### config.mk
export PLATFORM = sky130hd
export DESIGN_NAME = depth_fog_blend_top
export DESIGN_NICKNAME = d
export VERILOG_FILES = /design/src/hw/rtl/dfb_pkg.sv /design/src/hw/rtl/dfb_density.sv /design/src/hw/rtl/dfb_blend.sv /design/src/hw/rtl/depth_fog_blend_top.sv
export SDC_FILE = /design/constraint.sdc
export NUM_CORES = 2
export LEC_CHECK = 0
export BUFFER_PORTS_ARGS = -buffer_cell sky130_fd_sc_hd__buf_2
export CAP_MARGIN = 20
export CORE_UTILIZATION = 60
export DETAILED_ROUTE_END_ITERATION = 12
export PLACE_DENSITY = 0.77
export SLEW_MARGIN = 30
export SYNTH_ARGS = -nofsm -noshare
export SYNTH_HDL_FRONTEND = slang
export SYNTH_SLANG_ARGS = --single-unit
### constraint.sdc
create_clock -name clk_i -period 28.7 [get_ports clk_i]
set_input_delay 4.305 -clock clk_i [delete_from_list [all_inputs] [get_ports clk_i]]
set_output_delay 4.305 -clock clk_i [all_outputs]
set_load 0.02 [all_outputs]
### src/hw/rtl/dfb_pkg.sv
// Shared types, constants and helpers for the depth fog blend block.
// Used by dfb_density, dfb_blend and depth_fog_blend_top; depends on nothing.
package dfb_pkg;

  localparam int unsigned ColorW  = 27;
  localparam int unsigned DepthW  = 24;
  localparam int unsigned DensW   = 7;
  localparam int unsigned NumDens = 32;
  localparam int unsigned BankW   = 56;
  localparam int unsigned OffW    = 15;
  localparam int unsigned ShiftW  = 4;
  localparam int unsigned FogColW = 21;
  localparam int unsigned CfgIdxW = 3;
  localparam int unsigned InDataW = 56;
  localparam int unsigned OutDataW = 32;

  // Largest step is 1024 depth units of 512; shifts above MaxShift give step zero.
  localparam logic [ShiftW-1:0] MaxShift = 4'd10;
  localparam logic [10:0]       MaxStep  = 11'd1024;
  localparam logic [4:0]        LastIdx  = 5'd31;

  typedef enum logic [1:0] {
    FOG_OFF   = 2'd0,
    FOG_FULL  = 2'd1,
    FOG_ALPHA = 2'd2
  } fog_mode_e;

  typedef enum logic [CfgIdxW-1:0] {
    REG_MODE       = 3'd0,
    REG_SHIFT      = 3'd1,
    REG_COLOR      = 3'd2,
    REG_OFFSET     = 3'd3,
    REG_DENS_LO    = 3'd4,
    REG_DENS_MID   = 3'd5,
    REG_DENS_UPPER = 3'd6,
    REG_DENS_TOP   = 3'd7
  } cfg_reg_e;

  typedef logic [NumDens-1:0][DensW-1:0] dens_tbl_t;

  // Hand-off from the density pipeline to the blend pipeline.
  typedef struct packed {
    logic              valid;
    logic              fog_en;
    logic [ColorW-1:0] pix;
    logic [DensW-1:0]  dens;
  } dens_out_t;

  // Expand a 5-bit color channel to 6 bits: v*2 plus one when v is nonzero.
  function automatic logic [5:0] expand5(input logic [4:0] v);
    expand5 = {v, |v};
  endfunction

endpackage

### src/hw/rtl/dfb_density.sv
// Density pipeline: depth offset, table lookup, interpolation products and final density.
// Four register stages; depends on dfb_pkg.
module dfb_density
  import dfb_pkg::*;
(
  input  logic                 clk_i,
  input  logic                 rst_ni,
  input  logic                 adv_i,
  input  logic                 valid_i,
  input  logic                 fog_en_i,
  input  logic [ColorW-1:0]    pix_i,
  input  logic [DepthW-1:0]    depth_i,
  input  logic [ShiftW-1:0]    fog_shift_i,
  input  logic [OffW-1:0]      fog_offset_i,
  input  dens_tbl_t            dens_tbl_i,
  output dens_out_t            out_o
);

  // Stage 1: signed offset from the table start.
  logic              v1_q, en1_q;
  logic [ColorW-1:0] pix1_q;
  logic [OffW:0]     off1_d, off1_q;

  assign off1_d = {1'b0, depth_i[DepthW-1 -: OffW]} - {1'b0, fog_offset_i};

  // Stage 2: pick the two entries and their weights.
  logic              v2_q, en2_q;
  logic [ColorW-1:0] pix2_q;
  logic [DensW-1:0]  elo2_d, elo2_q, ehi2_d, ehi2_q;
  logic [10:0]       wlo2_d, wlo2_q;
  logic [9:0]        whi2_d, whi2_q;
  logic [3:0]        k2_d, k2_q;

  logic [10:0]     step;
  logic [9:0]      mask;
  logic [9:0]      m;
  logic [3:0]      k;
  logic [OffW-1:0] n;
  logic            neg;
  logic            step_zero;

  always_comb begin
    step      = MaxStep >> fog_shift_i;
    mask      = 10'(step - 11'd1);
    step_zero = (fog_shift_i > MaxShift);
    k         = step_zero ? 4'd0 : 4'(MaxShift - fog_shift_i);
    neg       = off1_q[OffW];
    n         = off1_q[OffW-1:0] >> k;
    m         = off1_q[9:0] & mask;

    elo2_d = dens_tbl_i[0];
    ehi2_d = '0;
    wlo2_d = 11'd1;
    whi2_d = '0;
    k2_d   = 4'd0;
    priority if (step_zero) begin
      if (!neg && (off1_q != '0)) begin
        elo2_d = dens_tbl_i[LastIdx];
      end
    end else if (neg) begin
      elo2_d = dens_tbl_i[0];
    end else if (n >= OffW'(LastIdx)) begin
      elo2_d = dens_tbl_i[LastIdx];
    end else begin
      elo2_d = dens_tbl_i[n[4:0]];
      ehi2_d = dens_tbl_i[5'(n[4:0] + 5'd1)];
      wlo2_d = step - {1'b0, m};
      whi2_d = m;
      k2_d   = k;
    end
  end

  // Stage 3: weighted products.
  logic              v3_q, en3_q;
  logic [ColorW-1:0] pix3_q;
  logic [17:0]       plo3_d, plo3_q;
  logic [16:0]       phi3_d, phi3_q;
  logic [3:0]        k3_q;

  assign plo3_d = 18'(elo2_q) * 18'(wlo2_q);
  assign phi3_d = 17'(ehi2_q) * 17'(whi2_q);

  // Stage 4: sum and scale by the step.
  logic              v4_q, en4_q;
  logic [ColorW-1:0] pix4_q;
  logic [DensW-1:0]  d4_d, d4_q;
  logic [18:0]       wsum;

  assign wsum = {1'b0, plo3_q} + {2'b0, phi3_q};
  assign d4_d = DensW'(wsum >> k3_q);

  always_ff @(posedge clk_i or negedge rst_ni) begin
    if (!rst_ni) begin
      v1_q <= 1'b0;
      v2_q <= 1'b0;
      v3_q <= 1'b0;
      v4_q <= 1'b0;
    end else if (adv_i) begin
      v1_q <= valid_i;
      v2_q <= v1_q;
      v3_q <= v2_q;
      v4_q <= v3_q;
    end
  end

  always_ff @(posedge clk_i) begin
    if (adv_i) begin
      en1_q  <= fog_en_i;
      pix1_q <= pix_i;
      off1_q <= off1_d;
      en2_q  <= en1_q;
      pix2_q <= pix1_q;
      elo2_q <= elo2_d;
      ehi2_q <= ehi2_d;
      wlo2_q <= wlo2_d;
      whi2_q <= whi2_d;
      k2_q   <= k2_d;
      en3_q  <= en2_q;
      pix3_q <= pix2_q;
      plo3_q <= plo3_d;
      phi3_q <= phi3_d;
      k3_q   <= k2_q;
      en4_q  <= en3_q;
      pix4_q <= pix3_q;
      d4_q   <= d4_d;
    end
  end

  assign out_o = '{valid: v4_q, fog_en: en4_q, pix: pix4_q, dens: d4_q};

endmodule

### src/hw/rtl/dfb_blend.sv
// Blend pipeline: per-channel fog and pixel products, then sums and result assembly.
// Two register stages, the second being the output register; depends on dfb_pkg.
module dfb_blend
  import dfb_pkg::*;
(
  input  logic                 clk_i,
  input  logic                 rst_ni,
  input  logic                 adv_i,
  input  dens_out_t            in_i,
  input  fog_mode_e            fog_mode_i,
  input  logic [FogColW-1:0]   fog_color_i,
  output logic                 valid_o,
  output logic [ColorW-1:0]    color_o,
  output logic                 applied_o
);

  // Channel order: r, g, b, a.
  logic [3:0][5:0]  fog_ch;
  logic [3:0][5:0]  pix_ch;
  logic [7:0]       inv_d;
  logic [3:0][12:0] pf5_d, pf5_q, pp5_d, pp5_q;

  assign fog_ch[0] = expand5(fog_color_i[4:0]);
  assign fog_ch[1] = expand5(fog_color_i[9:5]);
  assign fog_ch[2] = expand5(fog_color_i[14:10]);
  assign fog_ch[3] = expand5(fog_color_i[20:16]);
  assign pix_ch[0] = in_i.pix[5:0];
  assign pix_ch[1] = in_i.pix[11:6];
  assign pix_ch[2] = in_i.pix[17:12];
  assign pix_ch[3] = in_i.pix[23:18];
  assign inv_d     = 8'd128 - {1'b0, in_i.dens};

  always_comb begin
    for (int i = 0; i < 4; i++) begin
      pf5_d[i] = 13'(fog_ch[i]) * 13'(in_i.dens);
      pp5_d[i] = 13'(pix_ch[i]) * 13'(inv_d);
    end
  end

  logic              v5_q, en5_q;
  logic [ColorW-1:0] pix5_q;

  // Output stage.
  logic [3:0][12:0]  csum;
  logic [3:0][5:0]   mixed;
  logic [ColorW-1:0] color_d, color_q;
  logic              v6_q, applied_q;

  always_comb begin
    for (int i = 0; i < 4; i++) begin
      csum[i]  = pf5_q[i] + pp5_q[i];
      mixed[i] = csum[i][12:7];
    end
    if (!en5_q) begin
      color_d = pix5_q;
    end else if (fog_mode_i == FOG_FULL) begin
      color_d = {1'b1, 2'b00, mixed[3], mixed[2], mixed[1], mixed[0]};
    end else begin
      color_d = {pix5_q[26:24], mixed[3], pix5_q[17:0]};
    end
  end

  always_ff @(posedge clk_i or negedge rst_ni) begin
    if (!rst_ni) begin
      v5_q <= 1'b0;
      v6_q <= 1'b0;
    end else if (adv_i) begin
      v5_q <= in_i.valid;
      v6_q <= v5_q;
    end
  end

  always_ff @(posedge clk_i) begin
    if (adv_i) begin
      en5_q     <= in_i.fog_en;
      pix5_q    <= in_i.pix;
      pf5_q     <= pf5_d;
      pp5_q     <= pp5_d;
      color_q   <= color_d;
      applied_q <= en5_q;
    end
  end

  assign valid_o   = v6_q;
  assign color_o   = color_q;
  assign applied_o = applied_q;

endmodule

### src/hw/rtl/depth_fog_blend_top.sv
// Top level of the depth fog blend block: configuration registers, stream handshake,
// and the density and blend pipelines. Depends on dfb_pkg, dfb_density and dfb_blend.
//
// Per-pixel table fog on a stream of RGBA6 pixels. Each input item carries a pixel,
// its 24-bit depth and a fog flag; each item produces exactly one result item, in
// order. The depth selects a density from a 32-entry, 7-bit table, interpolated
// linearly between entries, and the expanded fog color is blended into the pixel by
// that density. The datapath is a six-stage pipeline: four stages build the density
// (offset subtract, table lookup, weight products, sum and scale) and two blend the
// channels (products, then sums into the output register). One item is accepted per
// clock; the whole pipeline advances together and holds while a finished result
// waits on a stalled output, so s_axis_tready falls only when the output register
// is full and not being taken. Configuration must be written only while no item is
// in flight; the pipeline reads the registers directly in each stage.
module depth_fog_blend_top
  import dfb_pkg::*;
(
  input  logic                clk_i,
  input  logic                rst_ni,
  // Configuration write port.
  input  logic                cfg_we_i,
  input  logic [CfgIdxW-1:0]  cfg_idx_i,
  input  logic [BankW-1:0]    cfg_data_i,
  // Input stream.
  input  logic                s_axis_tvalid,
  output logic                s_axis_tready,
  input  logic [InDataW-1:0]  s_axis_tdata,  // pixel_color [26:0], pixel_depth [50:27]
  input  logic                s_axis_tuser,  // fog_flag
  // Output stream.
  output logic                m_axis_tvalid,
  input  logic                m_axis_tready,
  output logic [OutDataW-1:0] m_axis_tdata,  // result_color [26:0]
  output logic                m_axis_tuser   // fog_applied
);

  // Configuration registers.
  fog_mode_e          fog_mode_q;
  logic [ShiftW-1:0]  fog_shift_q;
  logic [FogColW-1:0] fog_color_q;
  logic [OffW-1:0]    fog_offset_q;
  logic [BankW-1:0]   dens_lo_q, dens_mid_q, dens_upper_q, dens_top_q;

  always_ff @(posedge clk_i or negedge rst_ni) begin
    if (!rst_ni) begin
      fog_mode_q   <= FOG_OFF;
      fog_shift_q  <= '0;
      fog_color_q  <= '0;
      fog_offset_q <= '0;
      dens_lo_q    <= '0;
      dens_mid_q   <= '0;
      dens_upper_q <= '0;
      dens_top_q   <= '0;
    end else if (cfg_we_i) begin
      unique case (cfg_reg_e'(cfg_idx_i))
        REG_MODE:       fog_mode_q   <= fog_mode_e'(cfg_data_i[1:0]);
        REG_SHIFT:      fog_shift_q  <= cfg_data_i[ShiftW-1:0];
        REG_COLOR:      fog_color_q  <= cfg_data_i[FogColW-1:0];
        REG_OFFSET:     fog_offset_q <= cfg_data_i[OffW-1:0];
        REG_DENS_LO:    dens_lo_q    <= cfg_data_i;
        REG_DENS_MID:   dens_mid_q   <= cfg_data_i;
        REG_DENS_UPPER: dens_upper_q <= cfg_data_i;
        REG_DENS_TOP:   dens_top_q   <= cfg_data_i;
        default: ;
      endcase
    end
  end

  // The table packs entry 0 into the lowest bits of the low bank.
  dens_tbl_t dens_tbl;
  assign dens_tbl = {dens_top_q, dens_upper_q, dens_mid_q, dens_lo_q};

  // The pipeline moves whenever the output register is empty or being taken.
  logic out_valid;
  logic adv;
  assign adv           = !out_valid || m_axis_tready;
  assign s_axis_tready = adv;

  // Fog applies only when a mode is selected and the pixel's flag is set.
  logic fog_en;
  assign fog_en = (fog_mode_q != FOG_OFF) && s_axis_tuser;

  dens_out_t dens_out;

  dfb_density u_density (
    .clk_i        (clk_i),
    .rst_ni       (rst_ni),
    .adv_i        (adv),
    .valid_i      (s_axis_tvalid),
    .fog_en_i     (fog_en),
    .pix_i        (s_axis_tdata[ColorW-1:0]),
    .depth_i      (s_axis_tdata[ColorW +: DepthW]),
    .fog_shift_i  (fog_shift_q),
    .fog_offset_i (fog_offset_q),
    .dens_tbl_i   (dens_tbl),
    .out_o        (dens_out)
  );

  logic [ColorW-1:0] result_color;
  logic              fog_applied;

  dfb_blend u_blend (
    .clk_i       (clk_i),
    .rst_ni      (rst_ni),
    .adv_i       (adv),
    .in_i        (dens_out),
    .fog_mode_i  (fog_mode_q),
    .fog_color_i (fog_color_q),
    .valid_o     (out_valid),
    .color_o     (result_color),
    .applied_o   (fog_applied)
  );

  assign m_axis_tvalid = out_valid;
  assign m_axis_tdata  = {{(OutDataW - ColorW){1'b0}}, result_color};
  assign m_axis_tuser  = fog_applied;

endmodule

==> key figures <==
GRT
  • Vias in the first global route: 32000
  • GR Util All Layers: 27.7%
  • GR Overflow Total: 0
  • Largest net degree at the start of global routing: 120
  • Initial antenna violation count: 13
  • First-pass GRT wire length: 170000 microns

Setup path
  • WS Path Type: primary input to output pin
  • Critical Path Start Type: primary input
  • Worst setup EP type: output pin
  • Worst path arrival time: 5120 ps
  • Max FO, Critical Path: 40
  • Req. time, crit path: 24400 ps

Clocking
  • Post-CTS Setup Bufs: 0
  • Clk Latency, worst-skew pair: about 660 ps
  • CTS Sinks: around 640
  • CTS tree: done
  • Total CTS buffers: 72
  • Deepest clock path buffer count: 3
  • Post-cts gate resize count: 0
  • Worst-path clk slew: 60 ps
  • H-tree levels: 3
  • Hold-fix buffers, CTS: 0
  • CTS Root Cell: clkbuf_16

Die
  • Starting Density: 60.5%
  • Die width: 279 microns
  • I/O pins: about 160
  • Die Ht: 279 microns
  • Core Region: 0.0758 sq mm
  • Std cell rows: between 100 and 150
  • Die area: 0.0776 sq mm

Job
  • Max-capacitance violation count: 0

Placement
  • Final GP Congestion: 0.920
  • IO Port Bufs: roughly 140
  • Dpl hpwl: 73000 microns

Timing
  • RSZ-0062 raised after global routing: false
  • Final period util: about a third
  • Fmax: approximately 0.11 GHz
  • Min Tclk post-route: 9420 ps
  • Worst-Margin Slew: around 990 ps
  • Max-slew violation count: 0
  • TNS Setup: 0 ps
  • Skew final: ~37 ps
  • Final Setup Violations: 0
  • Max_slew headroom: 33.6%
  • Final hold violation count: 0

Logic synthesis
  • Post-synth top flop: edfxtp_1
  • Number of flops mapped to enable cells by yosys: roughly 370
  • Avg Cell Area, Syn: 11.2 sq um
  • Mapped Cells: 4081
  • Register area share after synthesis: 39.2%
  • Yosys Warn Count: 0
  • Flops & latches, synth: 644
  • Synthesized area: 0.0459 sq mm
  • Asr flop ratio synth: 42.1%
  • Distinct cells, synth: 85

Finish
  • # fillers: 5747
  • Multi-input logic area: 0.0256 sq mm
  • Nets: 4868
  • Reg area: approximately 0.018 sq mm
  • P&R area growth vs syn: 8.69%
  • Layout cell share with drive strength beyond 1: 16.0%

Worst hold path
  • Worst min-delay path class: flop to flop

Detailed routing
  • Initial DRC count: 2536
  • DRC: 0
  • Vias: 31400
  • TritonRoute pass-1 iters: 5
  • Post-Route WL: 105000 microns
  • Mean number of vias per cell: 6.05
  • Avg WL per Cell: just over 20 microns
  • Post-route antenna net violation count: 0

Outcome
  • Status: finished, final reports clean
## cells in the final DEF, fill, tap and decap left out, drive strengths merged, types with 27 or more instances in the layout
cell	count
a211oi	36
a21o	33
a21oi	161
a31oi	30
and2	328
and3	63
buf	182
clkbuf	98
clkinv	27
dfrtp	271
edfxtp	373
fa	265
ha	328
inv	428
mux2	289
mux2i	63
mux4	59
nand2	262
nand3	96
nor2	133
nor2b	54
nor3	46
nor4	36
o21ai	118
o21bai	42
xnor2	130
xor2	38
## routing by layer
metal	part of all wire, %	GRT usage, %	up-vias
met2	49	46.3	1081
met5	0.091	0	-
met1	42	37.4	15800
met4	2.7	8.61	16
met3	6.6	4.16	225
li1	-	-	14300
## synthesized netlist by cell type (12+ instances only)
cell	n	area share, %
a211oi_1	36	0.59
a21o_1	33	0.54
a21oi_1	161	1.8
a31oi_1	30	0.41
and2_1	327	4.5
and3_1	63	0.86
buf_2	27	0.29
buf_4	12	0.20
clkbuf_1	140	1.1
dfrtp_1	271	15
edfxtp_1	373	24
fa_1	265	12
ha_1	328	8.9
inv_1	423	3.5
mux2_2	289	7.1
mux2i_1	63	1.4
mux4_2	59	2.9
nand2_1	261	2.1
nand2b_1	26	0.35
nand3_1	96	1.0
nor2_1	132	1.1
nor2b_1	54	0.74
nor3_1	46	0.50
nor4_1	36	0.49
o211ai_1	19	0.31
o21a_1	21	0.34
o21ai_0	117	1.3
o21bai_1	42	0.69
xnor2_1	130	2.5
xor2_1	37	0.71
## logic make-up (layout without fill, tap and decap cells)
family | count (synthesis) | count (layout) | synth area share (%)
AOI/OAI and AO/OA | 558 | 558 | 7.87
xor gates and xnor gates | 168 | 168 | 3.22
adders and majority gates | 593 | 593 | 20.5
buffers and inverters | 614 | 741 | 5.33
DFF | 644 | 644 | 39.2
muxes | 411 | 411 | 11.4
other | 1 | 8 | 0.00817
and+or+nand+nor | 1092 | 1092 | 12.5
## final timing paths
check / from / end / slack (ps) / depth (start not counted)
worst max-delay path: m_axis_tready / s_axis_tready / 19280 / 3
worst max register to register: fog_shift_q[0]$_DFFE_PN0P_ / u_density.ehi2_q[1]$_SDFFCE_PP0P_ / 21560 / 14
worst min-delay path: u_density.en3_q$_DFFE_PP_ / u_density.en4_q$_DFFE_PP_ / 390 / 0
min in group asynchronous: rst_ni / dens_lo_q[52]$_DFFE_PN0P_ / 3520 / 1
worst min register to register: u_density.en3_q$_DFFE_PP_ / u_density.en4_q$_DFFE_PP_ / 390 / 0
max in group asynchronous: rst_ni / dens_upper_q[19]$_DFFE_PN0P_ / 23710 / 3
## sequential cells by signal, summed over array words and instances (netlist names), 52 cells and up
register       cells
dens_upper_q      56
dens_lo_q         56
dens_mid_q        56
u_blend.pf5_q     52
dens_top_q        56
u_blend.pp5_q     52
## area by class of cell
| class | instances | share of cell area (%) |
|---|---|---|
| diodes | 3 | 0.0151 |
| clock buffers | 98 | 3.91 |
| clock inverters | 34 | 0.846 |
| inverters | 427 | 3.22 |
| multi-input cells | 2827 | 51.3 |
| flip-flops and latches | 644 | 36.1 |
| well taps | 978 | 2.45 |
| repair buffers | 182 | 2.17 |
## stage by stage
step | hold slack (ps) | setup WS, ps | cell area (sq um) | util [%] | instances
floorplan | 400 | 9600 | 45900 | - | 4085
global placement | 401 | 19250 | 47400 | 62.5 | 5054
detailed placement | 405 | 19250 | 47400 | 62.5 | 5055
CTS | 402 | 19240 | 49800 | 65.7 | 5187
global route | 410 | 19200 | 49900 | 65.8 | 5191
finish | 392 | 19280 | 49900 | 65.8 | 5193
## worst max-delay path, cell delays in order
cell and delay [ps]:
buf_2 70, nand2b_4 450, buf_2 270
Power is left out: the tool's default activity adds up to more than one toggle a clock period on the data nets, which glitch-free logic cannot reach.
